**src/sv/keyed_name_rotate_add_hash_macros.svh**
```systemverilog
// assertion macros for the keyed rotate-add hash
`ifndef KEYED_NAME_ROTATE_ADD_HASH_MACROS_SVH
`define KEYED_NAME_ROTATE_ADD_HASH_MACROS_SVH
`ifndef SYNTHESIS
// same-cycle implication
`define KNRAH_ASSERT_IMP(label, clk, rst, ante, cons) \
   label: assert property (@(posedge clk) disable iff (rst) (ante) |-> (cons)) \
      else $error("knrah assertion failed");
// next-cycle implication
`define KNRAH_ASSERT_NEXT(label, clk, rst, ante, cons) \
   label: assert property (@(posedge clk) disable iff (rst) (ante) |=> (cons)) \
      else $error("knrah assertion failed");
`else
`define KNRAH_ASSERT_IMP(label, clk, rst, ante, cons)
`define KNRAH_ASSERT_NEXT(label, clk, rst, ante, cons)
`endif
`endif

```
**src/sv/knrah_pkg.sv**
```systemverilog
package knrah_pkg;

   // default accumulator width
   localparam int WORD_BITS_DEF = 64;

   // fixed port widths
   localparam int KEY_PORT_BITS = 64;
   localparam int API_BITS      = 64;
   localparam int CHAR_BITS     = 8;

   // case folding of module name bytes
   localparam logic [CHAR_BITS-1:0] LOWER_FROM = 8'h61;
   localparam logic [CHAR_BITS-1:0] LOWER_BY   = 8'h20;

   // key schedule status towards the hash core
   typedef struct packed {
      logic busy;
      logic load;
   } sched_status_type;

endpackage

```
**src/sv/knrah_key_sched.sv**
```systemverilog
module knrah_key_sched #(
   parameter int WORD_BITS = knrah_pkg::WORD_BITS_DEF
) (
   input  logic                                  clock,
   input  logic                                  reset,
   input  logic                                  csr_wr_en,
   input  logic [knrah_pkg::KEY_PORT_BITS-1:0]   csr_wr_data,
   output knrah_pkg::sched_status_type           status,
   output logic [WORD_BITS-1:0]                  seed,
   output logic [WORD_BITS-1:0]                  base
);
   import knrah_pkg::*;

   localparam int KEY_BYTES = WORD_BITS / 8;
   localparam int ROT_BASE  = WORD_BITS / 8;
   localparam int ROT_SEED  = ROT_BASE + 1;
   localparam int ROT_KEY   = ROT_BASE + 2;
   localparam int STEPS     = 2 * KEY_BYTES;
   localparam int CNT_W     = $clog2(STEPS);
   localparam int BYTE_W    = $clog2(KEY_BYTES);

   logic [WORD_BITS-1:0] key_ff, key_in;
   logic [WORD_BITS-1:0] acc_ff, acc_in;
   logic [WORD_BITS-1:0] seed_ff, seed_in;
   logic [WORD_BITS-1:0] base_ff, base_in;
   logic [CNT_W-1:0]     cnt_ff, cnt_in;
   logic                 busy_ff, busy_in;

   logic                 key_phase;
   logic [BYTE_W-1:0]    byte_idx;
   logic [7:0]           key_byte;
   logic [WORD_BITS-1:0] acc_rot;
   logic [WORD_BITS-1:0] acc_step;
   logic                 seed_last;
   logic                 sched_last;

   // step decode: seed hash first, then key hash
   assign key_phase  = (cnt_ff >= CNT_W'(KEY_BYTES));
   assign byte_idx   = key_phase ? BYTE_W'(cnt_ff - CNT_W'(KEY_BYTES)) : BYTE_W'(cnt_ff);
   assign key_byte   = key_ff[byte_idx*8 +: 8];
   assign seed_last  = (cnt_ff == CNT_W'(KEY_BYTES - 1));
   assign sched_last = (cnt_ff == CNT_W'(STEPS - 1));

   // one rotate-add per cycle
   assign acc_rot  = key_phase ? {acc_ff[ROT_KEY-1:0], acc_ff[WORD_BITS-1:ROT_KEY]}
                               : {acc_ff[ROT_SEED-1:0], acc_ff[WORD_BITS-1:ROT_SEED]};
   assign acc_step = acc_rot + WORD_BITS'(key_byte);

   // next state
   always_comb begin
      key_in  = key_ff;
      acc_in  = acc_ff;
      seed_in = seed_ff;
      base_in = base_ff;
      cnt_in  = cnt_ff;
      busy_in = busy_ff;
      if (csr_wr_en) begin
         key_in  = WORD_BITS'(csr_wr_data);
         acc_in  = WORD_BITS'(csr_wr_data);
         cnt_in  = '0;
         busy_in = 1'b1;
      end else if (busy_ff) begin
         acc_in = acc_step;
         cnt_in = cnt_ff + CNT_W'(1);
         if (seed_last) begin
            seed_in = acc_step;
         end
         if (sched_last) begin
            base_in = seed_ff + acc_step;
            cnt_in  = '0;
            busy_in = 1'b0;
         end
      end
   end

   // schedule registers, key reset to zero
   always_ff @(posedge clock) begin
      if (reset) begin
         key_ff  <= '0;
         acc_ff  <= '0;
         cnt_ff  <= '0;
         busy_ff <= 1'b1;
      end else begin
         key_ff  <= key_in;
         acc_ff  <= acc_in;
         cnt_ff  <= cnt_in;
         busy_ff <= busy_in;
      end
   end

   // hash words, loaded during the schedule
   always_ff @(posedge clock) begin
      seed_ff <= seed_in;
      base_ff <= base_in;
   end

   assign status.busy = busy_ff;
   assign status.load = busy_ff && sched_last && !csr_wr_en;
   assign seed        = seed_ff;
   assign base        = base_ff;

endmodule

```
**src/sv/knrah_hash_core.sv**
```systemverilog
module knrah_hash_core #(
   parameter int WORD_BITS = knrah_pkg::WORD_BITS_DEF
) (
   input  logic                               clock,
   input  logic                               reset,
   input  knrah_pkg::sched_status_type        status,
   input  logic [WORD_BITS-1:0]               seed,
   input  logic [WORD_BITS-1:0]               base,
   input  logic                               fire,
   input  logic                               mode,
   input  logic [knrah_pkg::CHAR_BITS-1:0]    char_low,
   input  logic [knrah_pkg::CHAR_BITS-1:0]    char_high,
   input  logic                               rsp_stall,
   output logic                               out_free,
   output logic                               rsp_valid,
   output logic [knrah_pkg::API_BITS-1:0]     rsp_api_hash
);
   import knrah_pkg::*;

   localparam int ROT_BASE = WORD_BITS / 8;
   localparam int ROT_MOD  = ROT_BASE + 3;
   localparam int ROT_FUNC = ROT_BASE + 4;

   logic [WORD_BITS-1:0] mod_acc_ff, mod_acc_in;
   logic [WORD_BITS-1:0] fn_acc_ff, fn_acc_in;
   logic                 in_fn_ff, in_fn_in;
   logic                 rsp_valid_ff, rsp_valid_in;
   logic [API_BITS-1:0]  rsp_hash_ff, rsp_hash_in;

   logic [CHAR_BITS-1:0] low_folded;
   logic [WORD_BITS-1:0] mod_rot1, mod_sum1, mod_rot2, mod_next;
   logic [WORD_BITS-1:0] fn_rot, fn_next;
   logic                 mod_done;
   logic                 emit;
   logic [WORD_BITS-1:0] final_sum;

   // module character step: fold, rotate, add, rotate, add high byte if wide
   assign low_folded = (char_low >= LOWER_FROM) ? (char_low - LOWER_BY) : char_low;
   assign mod_rot1   = {mod_acc_ff[ROT_MOD-1:0], mod_acc_ff[WORD_BITS-1:ROT_MOD]};
   assign mod_sum1   = mod_rot1 + WORD_BITS'(low_folded);
   assign mod_rot2   = {mod_sum1[ROT_MOD-1:0], mod_sum1[WORD_BITS-1:ROT_MOD]};
   assign mod_next   = mode ? (mod_rot2 + WORD_BITS'(char_high)) : mod_rot2;
   assign mod_done   = mode ? ((low_folded == '0) && (char_high == '0))
                            : (low_folded == '0);

   // function character step; on the terminator the added byte is zero
   assign fn_rot    = {fn_acc_ff[ROT_FUNC-1:0], fn_acc_ff[WORD_BITS-1:ROT_FUNC]};
   assign fn_next   = fn_rot + WORD_BITS'(char_low);
   assign emit      = fire && in_fn_ff && (char_low == '0);
   assign final_sum = base + mod_acc_ff + fn_rot;

   // result register frees when empty or taken
   assign out_free = !rsp_valid_ff || !rsp_stall;

   // accumulator and result next state
   always_comb begin
      mod_acc_in   = mod_acc_ff;
      fn_acc_in    = fn_acc_ff;
      in_fn_in     = in_fn_ff;
      rsp_valid_in = rsp_valid_ff;
      rsp_hash_in  = rsp_hash_ff;
      if (out_free) begin
         rsp_valid_in = emit;
      end
      if (emit) begin
         rsp_hash_in = API_BITS'(final_sum);
      end
      if (status.load) begin
         mod_acc_in = seed;
         fn_acc_in  = seed;
         in_fn_in   = 1'b0;
      end else if (fire) begin
         if (!in_fn_ff) begin
            mod_acc_in = mod_next;
            in_fn_in   = mod_done;
         end else if (emit) begin
            mod_acc_in = seed;
            fn_acc_in  = seed;
            in_fn_in   = 1'b0;
         end else begin
            fn_acc_in = fn_next;
         end
      end
   end

   // control registers
   always_ff @(posedge clock) begin
      if (reset) begin
         in_fn_ff     <= 1'b0;
         rsp_valid_ff <= 1'b0;
      end else begin
         in_fn_ff     <= in_fn_in;
         rsp_valid_ff <= rsp_valid_in;
      end
   end

   // accumulators and result payload
   always_ff @(posedge clock) begin
      mod_acc_ff  <= mod_acc_in;
      fn_acc_ff   <= fn_acc_in;
      rsp_hash_ff <= rsp_hash_in;
   end

   assign rsp_valid    = rsp_valid_ff;
   assign rsp_api_hash = rsp_hash_ff;

endmodule

```
**src/sv/keyed_name_rotate_add_hash.sv**
```systemverilog
// Keyed rotate-add name hash.
// req channel: one character per beat; req_mode picks narrow or wide module
// characters, req_char_low / req_char_high carry the bytes. A module name ends
// on a zero character, then the function name follows and ends on a zero byte.
// rsp channel: one beat with rsp_api_hash per function terminator, none else.
// csr port: csr_wr_en writes csr_wr_data as the hash key; write only when idle.
// An accepted beat is registered in the input register; a function terminator
// then has its hash registered in the result register. Throughput: one
// character per cycle while req_stall is low, set by the combinational
// rotate-add step on the running accumulators. Reset and every key write start
// a schedule over each key byte twice, one rotate-add per cycle; req_stall is
// high meanwhile. Reset leaves a zero key and the module part first.
// When rsp_stall is high the result is held; the input register still takes
// one beat, and req_stall rises only once that beat cannot move on.
`include "keyed_name_rotate_add_hash_macros.svh"

module keyed_name_rotate_add_hash #(
   parameter int WORD_BITS = knrah_pkg::WORD_BITS_DEF
) (
   input  logic                               clock,
   input  logic                               reset,
   input  logic                               req_valid,
   output logic                               req_stall,
   input  logic                               req_mode,
   input  logic [knrah_pkg::CHAR_BITS-1:0]    req_char_low,
   input  logic [knrah_pkg::CHAR_BITS-1:0]    req_char_high,
   output logic                               rsp_valid,
   input  logic                               rsp_stall,
   output logic [knrah_pkg::API_BITS-1:0]     rsp_api_hash,
   input  logic                               csr_wr_en,
   input  logic [knrah_pkg::KEY_PORT_BITS-1:0] csr_wr_data
);
   import knrah_pkg::*;

   sched_status_type     sched_status;
   logic [WORD_BITS-1:0] seed;
   logic [WORD_BITS-1:0] base;

   logic                 in_valid_ff, in_valid_in;
   logic                 mode_ff;
   logic [CHAR_BITS-1:0] low_ff;
   logic [CHAR_BITS-1:0] high_ff;
   logic                 out_free;
   logic                 fire;
   logic                 req_accept;

   // key schedule
   knrah_key_sched #(
      .WORD_BITS (WORD_BITS)
   ) u_key_sched (
      .clock       (clock),
      .reset       (reset),
      .csr_wr_en   (csr_wr_en),
      .csr_wr_data (csr_wr_data),
      .status      (sched_status),
      .seed        (seed),
      .base        (base)
   );

   // input register handshake
   assign fire        = in_valid_ff && out_free && !sched_status.busy;
   assign req_stall   = sched_status.busy || (in_valid_ff && !fire);
   assign req_accept  = req_valid && !req_stall;
   assign in_valid_in = req_accept || (in_valid_ff && !fire);

   always_ff @(posedge clock) begin
      if (reset) begin
         in_valid_ff <= 1'b0;
      end else begin
         in_valid_ff <= in_valid_in;
      end
   end

   // input beat payload
   always_ff @(posedge clock) begin
      if (req_accept) begin
         mode_ff <= req_mode;
         low_ff  <= req_char_low;
         high_ff <= req_char_high;
      end
   end

   // accumulators and result register
   knrah_hash_core #(
      .WORD_BITS (WORD_BITS)
   ) u_hash_core (
      .clock        (clock),
      .reset        (reset),
      .status       (sched_status),
      .seed         (seed),
      .base         (base),
      .fire         (fire),
      .mode         (mode_ff),
      .char_low     (low_ff),
      .char_high    (high_ff),
      .rsp_stall    (rsp_stall),
      .out_free     (out_free),
      .rsp_valid    (rsp_valid),
      .rsp_api_hash (rsp_api_hash)
   );

   // checks
   `KNRAH_ASSERT_IMP(a_sched_blocks_req, clock, reset, sched_status.busy, req_stall)
   `KNRAH_ASSERT_NEXT(a_accept_fills_input, clock, reset, req_accept, in_valid_ff)
   `KNRAH_ASSERT_NEXT(a_load_ends_sched, clock, reset, sched_status.load, !sched_status.busy)

endmodule

```
**config.mk**
```make
export PLATFORM = sky130hd
export DESIGN_NAME = keyed_name_rotate_add_hash
export DESIGN_NICKNAME = d
export VERILOG_FILES = /design/src/sv/knrah_pkg.sv /design/src/sv/knrah_key_sched.sv /design/src/sv/knrah_hash_core.sv /design/src/sv/keyed_name_rotate_add_hash.sv
export VERILOG_INCLUDE_DIRS = /design/src /design/src/sv
export SDC_FILE = /design/constraint.sdc
export NUM_CORES = 1
export LEC_CHECK = 0
export ABC_CLOCK_PERIOD_IN_PS = 11400
export BUFFER_PORTS_ARGS = -buffer_cell sky130_fd_sc_hd__buf_2
export CORE_ASPECT_RATIO = 1.4
export CORE_MARGIN = 2
export CORE_UTILIZATION = 50
export CTS_CLUSTER_DIAMETER = 40
export DETAILED_ROUTE_END_ITERATION = 12
export GPL_TIMING_DRIVEN = 0
export PLACE_DENSITY = 0.71
export SYNTH_ARGS = -nofsm -noshare
export SYNTH_HDL_FRONTEND = slang
export SYNTH_SLANG_ARGS = --single-unit
```
**constraint.sdc**
```tcl
create_clock -name clock -period 11.4 [get_ports clock]
set_input_delay 1.71 -clock clock [delete_from_list [all_inputs] [get_ports clock]]
set_output_delay 1.71 -clock clock [all_outputs]
set_load 0.03 [all_outputs]
```
Yosys cells after proc, flatten, opt, wreduce, memory -nomap -nowiden
Index checks and enable logic that the tools add are counted.
{ "totals": {"ff_bits": 473, "out_inout_bits": 66, "wordCells": 82} }
{ "op_classes": {"addsub": 10, "n_lt_le_gt_ge": 2, "n_eq_ne": 3, "shift": 1, "mux": 20, "n_bitwise": 1, "n_reduce_logical": 30} }
{ "op_table": {"columns": ["cell", "count"], "rows": [
  ["$mux 64", 12],
  ["$add 64x8->64", 4],
  ["$add 64x64->64", 3],
  ["$shiftx 64x7->8", 1],
  ["$logic_not 8->1", 3],
  ["$logic_and 1x1->1", 9],
  ["$ge 8x7->1 const B", 1],
  ["$mux 8", 1],
  ["$sub 8x6->8 const B", 1],
  ["$logic_not 1->1", 6],
  ["$reduce_and 3->1", 2],
  ["$reduce_bool 2->1", 3],
  ["$mux 1", 5],
  ["$add 4x1->4 const B", 1],
  ["$eq 4x3->1 const B", 1],
  ["$eq 4x4->1 const B", 1],
  ["$ge 4x4->1 const B", 1],
  ["$mux 4", 1],
  ["$reduce_and 2->1", 2],
  ["$reduce_or 2->1", 2],
  ["$logic_or 1x1->1", 3],
  ["$mux 3", 1],
  ["$ne 3x3->1 const B", 1],
  ["$sub 3x1->3 const B", 1],
  ["$not 1->1", 1]
]} }

Depth between registers and ports, before layout
{ "depth": {"word_depth": 10, "mapped_depth": 36, "mapped_depth_nobuf": 28} }

Modules after synthesis
A second synthesis with hierarchy kept.
{ "unflattened": {"cells_unflattened": 3741, "hier_area_um2": 34715.8} }
{ "by_module_without_submodules": {"columns": ["mod", "n_inst", "cells_per_inst", "area_each_um2", "seq_area_each_um2"], "rows": [
  ["knrah_hash_core", 1, 1910, 17539.3, 5805.6],
  ["knrah_key_sched", 1, 1805, 16584.7, 6506.2],
  ["keyed_name_rotate_add_hash", 1, 26, 591.8, 530.5]
]} }

Least setup slack after synthesis
Ideal clock, no wire load.
{ "synth_timing": {"path_type": "register -> register", "start": "reg u_key_sched.cnt_ff[3]", "end": "reg u_key_sched.base_ff[61] (netlist: u_key_sched.base[61]) (data pin)", "setup_time_ns": 0.261, "t_arrival_ns": 8.131, "t_required_ns": 11.139, "path_slack_ns": 3.008, "stages_incl_launch_ff": 37, "n_path_buf": 9, "path_cell_list": "dfxtp_1 buf_2 clkbuf_1 buf_1 clkbuf_1 clkbuf_1 clkbuf_1 clkbuf_1 buf_1 mux2_2 ha_1 inv_1 fa_1 nor2b_1 o21ai_0 a21boi_0 o21ai_0 a21boi_0 o21ai_1 a21oi_1 and4_1 a211oi_1 a311o_1 inv_1 ha_1 clkbuf_1 and3_1 a221oi_1 o221ai_1 or2_2 o211ai_1 a41oi_1 a41oi_1 o31ai_1 a31oi_1 nor3_1 a311o_1"} }
{ "synth_via": {"elab_chain_len": 5, "word_cells_on_any_way": 6, "classes_between": "add/sub (2); order compare (1); shift (1); mux (2)"} }
{ "synth_rtl": {"columns": ["item", "line_no", "text"], "rows": [
  ["from (decl)", "knrah_key_sched.sv:26", "logic [CNT_W-1:0] cnt_ff, cnt_in;"],
  ["from (signal assigned)", "knrah_key_sched.sv:86", "cnt_ff <= cnt_in;"],
  ["$ge 4x4->1 *", "knrah_key_sched.sv:38", "assign key_phase = (cnt_ff >= CNT_W'(KEY_BYTES));"],
  ["$mux 3", "knrah_key_sched.sv:39", "assign byte_idx = key_phase ? BYTE_W'(cnt_ff - CNT_W'(KEY_BYTES)) : BYTE_W'(cnt_ff);"],
  ["$shiftx 64x7->8", "knrah_key_sched.sv:40", "assign key_byte = key_ff[byte_idx*8 +: 8];"],
  ["$add 64x8->64 *", "knrah_key_sched.sv:47", "assign acc_step = acc_rot + WORD_BITS'(key_byte);"],
  ["named net u_key_sched.acc_step[16]", "knrah_key_sched.sv:33", "logic [WORD_BITS-1:0] acc_step;"],
  ["$add 64x64->64 *", "knrah_key_sched.sv:69", "base_in = seed_ff + acc_step;"],
  ["to (signal assigned)", "knrah_key_sched.sv:94", "base_ff <= base_in;"],
  ["to (decl)", "knrah_key_sched.sv:25", "logic [WORD_BITS-1:0] base_ff, base_in;"]
]} }
The timed path passes the listed nets; every way through them passes the cells marked *.
A chain may end at the register's enable or synchronous reset.

Worst setup path after layout
Same ends and word-level chain as after synthesis.

==> summary.txt <==
Routing
  – Detail Route Antenna Nets: 0
  – DRC: 0
  – Vias/cell: 6.24
  – Wirelength per Cell: 26.0 um
  – Routed wire length: 122 mm
  – 1st-iter DRT viols: 2,731
  – Via count: 29.4k
  – First-pass iteration count of the detailed router: 6

Clocking
  – TritonCTS Buffers: 69
  – CTS Hold Buffers Added: 0
  – Clock latency on the worst-skew pair: 630 ps
  – Post-CTS Setup Inserts: 0
  – Worst-path clk slew: 60 ps
  – TritonCTS clock tree: yes
  – CTS sink count: 473
  – H-tree depth: 3
  – Max clock buf depth: 3
  – CTS Root Cell: clkbuf_16

Timing
  – Total Neg Setup Slack: 0 ps
  – RSZ-0062 raised after global routing: false
  – Min Clock Period, post-route: 10,820 ps
  – Worst slew pin tran: 1630 ps
  – Final setup viols: 0
  – Fin crit share: 95.0%
  – Clock skew: 22.1 ps
  – Max Freq: 0.0924 GHz
  – Final Hold Vio Count: 0
  – Post-layout worst setup margin: 575 ps
  – Slew Viols, Final: 2
  – Rel. slew slack: -10.1%
  – WHS: 473 ps

Synth
  – Cell count after synthesis: 3,562
  – Ys async rst share: 0%
  – Synth area leader: edfxtp_1
  – Synth Flop Type: edfxtp_1
  – Yosys top cell area share: 30.2%
  – Synth warn: 0
  – Synth top area cells: edfxtp_1, dfxtp_1, ha_1
  – Post-synth EDFFs: 337
  – Post-synth cell types: 97
  – Avg Cell Area, Syn: 9.42 sq um
  – Post-synthesis sequential area ratio: 38.3%
  – FF+latch count, synth: 473
  – Syn Nets: 3,877
  – Syn Std Cell Area: 0.0335 sq mm

Run
  – Max-cap check violation count: 1

Global route
  – Largest net degree at the start of global routing: 48
  – Via count of the first global-routing pass: 28.0k
  – GRT Total Usage: 34.9%
  – Initial antenna violation count: 2
  – Global-route wire length before repair: 177 mm
  – Grt ovf: 0

Hold path
  – Hold Crit Endpoint: u_key_sched.key_ff[33]$_SDFFE_PP0P_
  – Hold WC Path Type: register to register
  – Hold Crit Start: u_key_sched.key_ff[33]$_SDFFE_PP0P_
  – Hold path depth: 2

Pwr
  – Worst VDD drop: 151 uV
  – Leak Pwr: 14.2 nW
  – NetSw: 0.00112 W
  – Switching portion of total power: 24.8%
  – Pwr Density: 118 mW/mm^2
  – Seq pwr share: 42.1%
  – Clock Power Share: 50.1%
  – Comb pwr share: 7.8%
  – Int Pwr: 0.00338 W

Critical path
  – RR Startpoint: u_key_sched.cnt_ff[3]$_SDFFE_PP0P_
  – Crit. End Element: register
  – Reg-to-reg critical path endpoint: u_key_sched.base[61]$_DFFE_PP_
  – Startpoint Class: register
  – Most frequent CP cell: o21ai_0
  – R2R setup slack: 580 ps
  – CP required: 11,770 ps
  – Worst r2r path cells: 34
  – Crit Path Category: register to register
  – CP arrival: 11,190 ps
  – Delay of the slowest critical-path stage: 680 ps
  – Slowest cell on the critical path: a2111oi_0
  – Crit path max fanout: 19

Status
  – Status: finished, violations left
  – Failing checks: max-capacitance violations, max-slew violations

Floorplanning
  – Initial Util: 50.4%
  – DIE AREA: 0.0692 sq mm
  – Die width: 223 um
  – Core Box Area: 0.0666 sq mm
  – Row cnt: 112
  – Die H: 310 um
  – I/O pin cnt: 152

Place
  – Final GP Congestion: 1.03
  – Count of input and output buffers: 151
  – Post-DP HPWL: 99.7 mm
  – Dpl ws: -580 ps
  – Placed insts: 4,577

Final layout
  – Ratio of cells with drive above 1 in the final layout: 9.88%
  – Commonest non-fill, non-tap cell in the layout: nand2_1
  – Syn-to-layout area delta: 13.3%
  – Post-route insts no fill: 4,703
  – Commonest non-fill, non-tap cells in the layout: nand2_1, edfxtp_1, a21oi_1
  – Fin util: 57.1%
  – Nets: 4,108
-- registers in the layout, summed over array words and instances (netlist names), 8 cells and up --
| signal | count |
|---|---|
| u_key_sched.acc_ff | 64 |
| u_hash_core.mod_acc_ff | 64 |
| u_key_sched.key_ff | 64 |
| u_hash_core.fn_acc_ff | 64 |
| high_ff | 8 |
| u_key_sched.base | 64 |
| low_ff | 8 |
| u_key_sched.seed | 64 |
| u_hash_core.rsp_api_hash | 64 |
-- worst max-delay path by stage --
stage                                        from                        endpoint  cells after the start
4_1_cts        u_key_sched.cnt_ff[3]$_SDFFE_PP0P_  u_key_sched.base[61]$_DFFE_PP_                     35
3_3_place_gp   u_key_sched.cnt_ff[3]$_SDFFE_PP0P_  u_key_sched.base[61]$_DFFE_PP_                     36
2_1_floorplan  u_key_sched.cnt_ff[3]$_SDFFE_PP0P_  u_key_sched.base[61]$_DFFE_PP_                     36
3_5_place_dp   u_key_sched.cnt_ff[3]$_SDFFE_PP0P_  u_key_sched.base[61]$_DFFE_PP_                     36
6_report       u_key_sched.cnt_ff[3]$_SDFFE_PP0P_  u_key_sched.base[61]$_DFFE_PP_                     34
5_1_grt        u_key_sched.cnt_ff[3]$_SDFFE_PP0P_  u_key_sched.base[61]$_DFFE_PP_                     35
-- power by group through the flow --
| stage | logic (W) | clock network [W] | registers (W) |
|---|---|---|---|
| 2_1_floorplan | 0.000242 | 0 | 0.00191 |
| 3_3_place_gp | 0.000340 | 0 | 0.00193 |
| 3_5_place_dp | 0.000344 | 0 | 0.00193 |
| 4_1_cts | 0.000346 | 0.00228 | 0.00189 |
| 5_1_grt | 0.000384 | 0.00235 | 0.00189 |
| 6_report | 0.000353 | 0.00225 | 0.00189 |
-- critical path, delay by kind of cell (launching register included) --
family	cells	cell delay (ps)
flip-flops	1	300
multiplexers	1	260
adder cells (fa/ha/maj)	3	960
AND/OR/NAND/NOR	5	860
AO/OA/AOI/OAI	15	4490
buffers and inverters	10	3690
-- per-stage QoR --
| step | power, W | instance area (sq um) |
|---|---|---|
| floorplan | 0.00216 | 33500 |
| global placement | 0.00227 | 35400 |
| detailed placement | 0.00227 | 35600 |
| CTS | 0.00452 | 38000 |
| global route | 0.00462 | 38000 |
| finish | 0.00450 | 38000 |
-- cell type report --
cell class,instances,area [sq um]
Antenna cell,1,2.50
Sequential cell,473,12800
Multi-Input combinational cell,2804,19600
Tap cell,855,1070
Clock inverter,50,601
Buffer,180,697
Fill cell,5853,28600
Inverter,104,390
Timing Repair Buffer,161,946
Clock buffer,75,1810
-- logic make-up after synthesis --
| logic type | after synthesis | share of synthesized area (%) |
|---|---|---|
| muxes | 107 | 3.86 |
| buffers and inverters | 285 | 3.25 |
| xor gates and xnor gates | 300 | 7.83 |
| DFF | 473 | 38.3 |
| and+or+nand+nor | 1245 | 19.2 |
| AOI/OAI and AO/OA | 923 | 17.5 |
| adders and majority gates | 229 | 10.1 |
-- cells in the mapped netlist (all sizes together), types with 72 or more instances --
| master | n |
|---|---|
| edfxtp | 337 |
| o21ai | 234 |
| inv | 103 |
| ha | 160 |
| nor3 | 74 |
| clkbuf | 159 |
| xor2 | 100 |
| nand2 | 391 |
| dfxtp | 136 |
| xnor2 | 200 |
| nand3 | 106 |
| a21oi | 269 |
| a21o | 99 |
| nor2 | 217 |
| nand2b | 72 |
-- layer usage --
layer | up-vias | part of all wire [%] | GRT usage, %
li1 | 13623 | - | -
met1 | 14042 | 36 | 38.5
met2 | 1345 | 48 | 60.5
met3 | 354 | 6.3 | 4.55
met4 | 2 | 9.2 | 28.6
met5 | - | 0.013 | 0
-- what timing repair did --
action | 4_1_cts | 5_1_grt
hold endpoints to repair | 0 | 0
setup endpoints to repair | 11 | 3
resized for setup | 2 | 2
(Power assumes the default switching activity.)
